### src/design/octt_pkg.sv
`default_nettype none

package octt_pkg;

  localparam int NodeCountDef  = 64;
  localparam int TokenSlotsDef = 32;
  localparam int TokenBitsDef  = 16;

  localparam int KindW       = 2;
  localparam int NodeFieldW  = 7;
  localparam int NodeCmpW    = 9;
  localparam int TokenFieldW = 16;
  localparam int LaneW       = 4;
  localparam int MaskW       = 16;
  localparam int ReportNodeW = 6;

  localparam logic [KindW-1:0] EvSetupAck = KindW'(0);
  localparam logic [KindW-1:0] EvRelease  = KindW'(1);

  localparam logic [KindW-1:0] RepOpened   = KindW'(0);
  localparam logic [KindW-1:0] RepClosed   = KindW'(1);
  localparam logic [KindW-1:0] RepReleased = KindW'(2);

  typedef enum logic [1:0] {
    StClear,
    StIdle,
    StMatch,
    StCommit
  } state_e;

  typedef struct packed {
    logic bind_en;
    logic unbind;
  } slot_cmd_t;

endpackage

`default_nettype wire

### src/design/octt_slot_table.sv
`default_nettype none

module octt_slot_table #(
  parameter int TOKEN_SLOTS = 32,
  parameter int TokW        = 16,
  parameter int PairW       = 12
) (
  input  wire logic                   clk_i,
  input  wire logic                   rst_ni,
  input  wire logic [TokW-1:0]        lookup_token_i,
  output logic                        hit_o,
  output logic [TOKEN_SLOTS-1:0]      hit_vec_o,
  output logic [PairW-1:0]            hit_pair_o,
  output logic                        free_o,
  output logic [TOKEN_SLOTS-1:0]      free_vec_o,
  input  wire logic [PairW-1:0]       still_pair_i,
  input  wire logic [TOKEN_SLOTS-1:0] still_excl_i,
  output logic                        still_o,
  input  wire octt_pkg::slot_cmd_t    cmd_i,
  input  wire logic [TOKEN_SLOTS-1:0] cmd_vec_i,
  input  wire logic [TokW-1:0]        cmd_token_i,
  input  wire logic [PairW-1:0]       cmd_pair_i
);

  import octt_pkg::*;

  logic [TOKEN_SLOTS-1:0] valid_q;
  logic [TokW-1:0]        token_q [TOKEN_SLOTS];
  logic [PairW-1:0]       pair_q  [TOKEN_SLOTS];

  logic [TOKEN_SLOTS-1:0] match_vec;
  logic [TOKEN_SLOTS-1:0] empty_vec;
  logic [TOKEN_SLOTS-1:0] same_pair_vec;

  always_comb begin
    for (int i = 0; i < TOKEN_SLOTS; i++) begin
      match_vec[i]     = valid_q[i] && (token_q[i] == lookup_token_i);
      same_pair_vec[i] = valid_q[i] && !still_excl_i[i] && (pair_q[i] == still_pair_i);
    end
  end

  assign empty_vec  = ~valid_q;
  // lowest set bit of each vector
  assign hit_vec_o  = match_vec & (~match_vec + TOKEN_SLOTS'(1));
  assign free_vec_o = empty_vec & (~empty_vec + TOKEN_SLOTS'(1));
  assign hit_o      = |match_vec;
  assign free_o     = |empty_vec;
  assign still_o    = |same_pair_vec;

  always_comb begin
    hit_pair_o = '0;
    for (int i = 0; i < TOKEN_SLOTS; i++) begin
      hit_pair_o = hit_pair_o | (pair_q[i] & {PairW{hit_vec_o[i]}});
    end
  end

  always_ff @(posedge clk_i or negedge rst_ni) begin
    if (!rst_ni) begin
      valid_q <= '0;
    end else if (cmd_i.bind_en) begin
      valid_q <= valid_q | cmd_vec_i;
    end else if (cmd_i.unbind) begin
      valid_q <= valid_q & ~cmd_vec_i;
    end
  end

  always_ff @(posedge clk_i) begin
    for (int i = 0; i < TOKEN_SLOTS; i++) begin
      if (cmd_i.bind_en && cmd_vec_i[i]) begin
        token_q[i] <= cmd_token_i;
        pair_q[i]  <= cmd_pair_i;
      end
    end
  end

endmodule

`default_nettype wire

### config.mk
export PLATFORM = sky130hd
export DESIGN_NAME = octt_slot_table
export DESIGN_NICKNAME = d
export VERILOG_FILES = /design/src/design/octt_pkg.sv /design/src/design/octt_slot_table.sv
export SDC_FILE = /design/constraint.sdc
export NUM_CORES = 2
export LEC_CHECK = 0
export BUFFER_PORTS_ARGS = -buffer_cell sky130_fd_sc_hd__buf_2
export CAP_MARGIN = 10
export CORE_ASPECT_RATIO = 0.6
export CORE_MARGIN = 3
export CORE_UTILIZATION = 50
export CTS_BUF_LIST = sky130_fd_sc_hd__clkbuf_16
export DETAILED_ROUTE_END_ITERATION = 8
export PLACE_DENSITY = 0.7
export REMOVE_ABC_BUFFERS = 1
export SLEW_MARGIN = 20
export SYNTH_ARGS = -nofsm -noshare
export SYNTH_HDL_FRONTEND = slang
export SYNTH_SLANG_ARGS = --single-unit
### constraint.sdc
create_clock -name clk_i -period 7.11 [get_ports clk_i]
set_input_delay 0.3555 -clock clk_i [delete_from_list [all_inputs] [get_ports clk_i]]
set_output_delay 0.3555 -clock clk_i [all_outputs]
set_load 0.01 [all_outputs]
==> reports/qor.csv <==
metric,value,unit
outcome,completed,
synth-edff-count,896,
die_y,235,um
antenna_left,0,
synthArstFlopShare,3.45,%
power_leakage,16.5,nW
ys_seq_area_share,63.6,%
drtIter0Drc,4825,
cts_tree,done,
rr_worst_depth,1,
dp_cells,4360,
synthAdderAreaFrac,0,%
synth_cell_type_count,84,
m1WireLength,64300,um
dieArea,90800,sq um
regArea,27700,sq um
synth_common_cells,"edfxtp_1, xnor2_1, xor2_1, nand4_1, nand2_1",
portBuffers,202,
synthTopCellsByArea,"edfxtp_1, xnor2_1, xor2_1",
final_max_slew_viol_count,0,
globalRoute.totalOverflow,0,
tns,0,ps
clkLatencyLatePin,690,ps
required,6750,ps
grt_pass1_wl,217000,um
first_pass_iters,8,
cp_data_arrival_time,5430,ps
via_per_inst,6.55,
synth_simple_gate_area_share,10.2,%
met3_wirelength,24800,um
worst_pin_slew,1220,ps
htree_levels,3,
crit_fanout,21,
power.switching,3.17,mW
cap_violations,0,
finalNonFillerCells,4548,
synth.most_common_cell,edfxtp_1,
max_slew_margin,17.4,%
wl_met2,62200,um
drt_wl_total,155000,um
drive_gt1_share,13.3,%
num_rows,83,
dpl.hpwl,102000,um
yosysTopAreaCell,edfxtp_1,
die_x,387,um
fill_cells,6847,
finalSetupViolations,0,
start_kind,input pin,
worstHoldPathCells,3,
grt_max_degree,33,
p_int,9.32,mW
hold_viol,0,
antenna_found_initial,10,
peakVddDrop,0.273,mV
crit_path_end_kind,output port,
combPwrFrac,9.6,%
ys_seq_elements,928,
wl_per_cell,34.0,um
cts_inserted_buffers,85,
rsz0062_at_grt,false,
max_freq,173,MHz
synth_top_flop_cell,edfxtp_1,
clock-sinks,928,
fin_crit_sh,81.4,%
hold_class,in -> reg,
cts-root-buf,clkbuf_16,
cts_buffer_depth,3,
hold_start,cmd_vec_i[17],
fin_worst_skew,0,ps
critical_path.startpoint,lookup_token_i[6],
multi_input_area,14600,sq um
grt_usage,33.5,%
post-route-drc-count,0,
power_frac_seq,53.7,%
yosysWarnings,0,
start_util,50.7,%
cts_resized,0,
num_vias,29800,
synth_cells,3095,
num-nets-final,3451,
routed.top_layer,met5,
p_sw_share,25.4,%
synth_area_per_cell,14.1,sq um
core-area,85900,sq um
synth_top_family_by_area,XOR/XNOR gates,
setup.worst_path.class,in -> out,
fin_util,56.6,%
synth_top_area_share,61.8,%
power_density,257,nW/um^2
power_frac_clock,36.6,%
synth_area,43600,sq um
synth_mux_area_share,0.0718,%
synth-compound-area-share,5.28,%
grt_pass1_vias,28500,
boundaryPins,203,
place_congestion,1.06,
area_delta_synth_final,11.5,%
path_clk_slew,60,ps
synthXorXnorAreaFrac,18.0,%
period_minus_slack,5790,ps
metal layers:
metal  vias to the layer above  GRT usage, %
li1                      12000             -
met5                         -             0
met4                         4          7.01
met1                     15000          51.2
met2                      2486          45.8
met3                       268          12.1
what timing repair did:
action	in CTS	in global routing
hold buffers	27	0
endpoints found under the hold margin	58	0
buffers inserted	0	0
sequential cells by signal, indices dropped and copies added (netlist names), named ones only:
signal,flops
pair_q,384
token_q,512
metrics by stage:
| stage | hold slack [ps] | area, sq um | power, mW | setup slack, ps |
|---|---|---|---|---|
| global route | 16.5 | 48600 | 12.9 | 1130 |
| finish | 34.7 | 48600 | 12.5 | 1320 |
| global placement | 507 | 45600 | 7.94 | 1790 |
| CTS | 1.25 | 48600 | 12.5 | 1390 |
| detailed placement | 521 | 45600 | 7.98 | 1650 |
| floorplan | 59.9 | 42400 | 7.31 | 3590 |
cells in the final DEF, fill, tap and decap left out, types with 35 or more instances in the layout:
cell | synthesis | final
o21ai_0 | 35 | 35
buf_4 | 9 | 94
buf_2 | 28 | 199
xor2_1 | 436 | 436
xnor2_1 | 459 | 459
nor4_1 | 112 | 109
nor3_1 | 40 | 40
edfxtp_1 | 896 | 896
nor2_1 | 66 | 66
and3_1 | 40 | 40
nand4_1 | 141 | 141
a22oi_1 | 38 | 38
clkbuf_16 | 0 | 86
nand3_1 | 66 | 66
and2_1 | 43 | 43
inv_1 | 24 | 46
nand2_1 | 130 | 130
path summary, 6_finish.rpt:
check	endpoint	slack [ps]
min reg2reg	flop	590
min in group asynchronous	asynchronous set/reset pin	330
min	flop	30
max reg2reg	flop	6100
max	hit_pair_o[8]	1320
max in group asynchronous	asynchronous set/reset pin	6090
area by class of cell:
type	count	area share (%)
Sequential cell	928	57.0
Multi-Input combinational cell	1967	30.1
Clock buffer	86	4.43
Timing Repair Buffer	321	4.10
Tap cell	1147	2.95
Clock inverter	70	1.15
Inverter	24	0.185
Antenna cell	5	0.0258
power groups by stage:
stage                     logic (mW)  registers (mW)  clock network [mW]
final                           1.20            6.71                4.58
after global routing            1.27            6.74                4.85
after CTS                       1.18            6.70                4.60
after detailed placement        1.16            6.82                   0
after global placement          1.14            6.80                   0
after floorplan                0.600            6.71                   0
cells by family (layout without fill, tap and decap cells):
group / after synthesis / in the layout
AND/OR/NAND/NOR: 760 / 760
other: 0 / 5
XOR/XNOR: 896 / 896
flip-flops: 928 / 928
AO/OA/AOI/OAI: 308 / 308
multiplexers: 3 / 3
buffers and inverters: 200 / 501
worst max-delay path, stage by stage:
cell and delay [ps]:
buf_2 380, buf_4 520, xnor2_1 130, nand4_1 140
nor4_2 90, a32oi_1 870, nor4bb_2 880, nand3_1 580
nor2b_1 830, a222oi_1 260, nand4_1 180, buf_2 170
(Power assumes the default switching activity.)
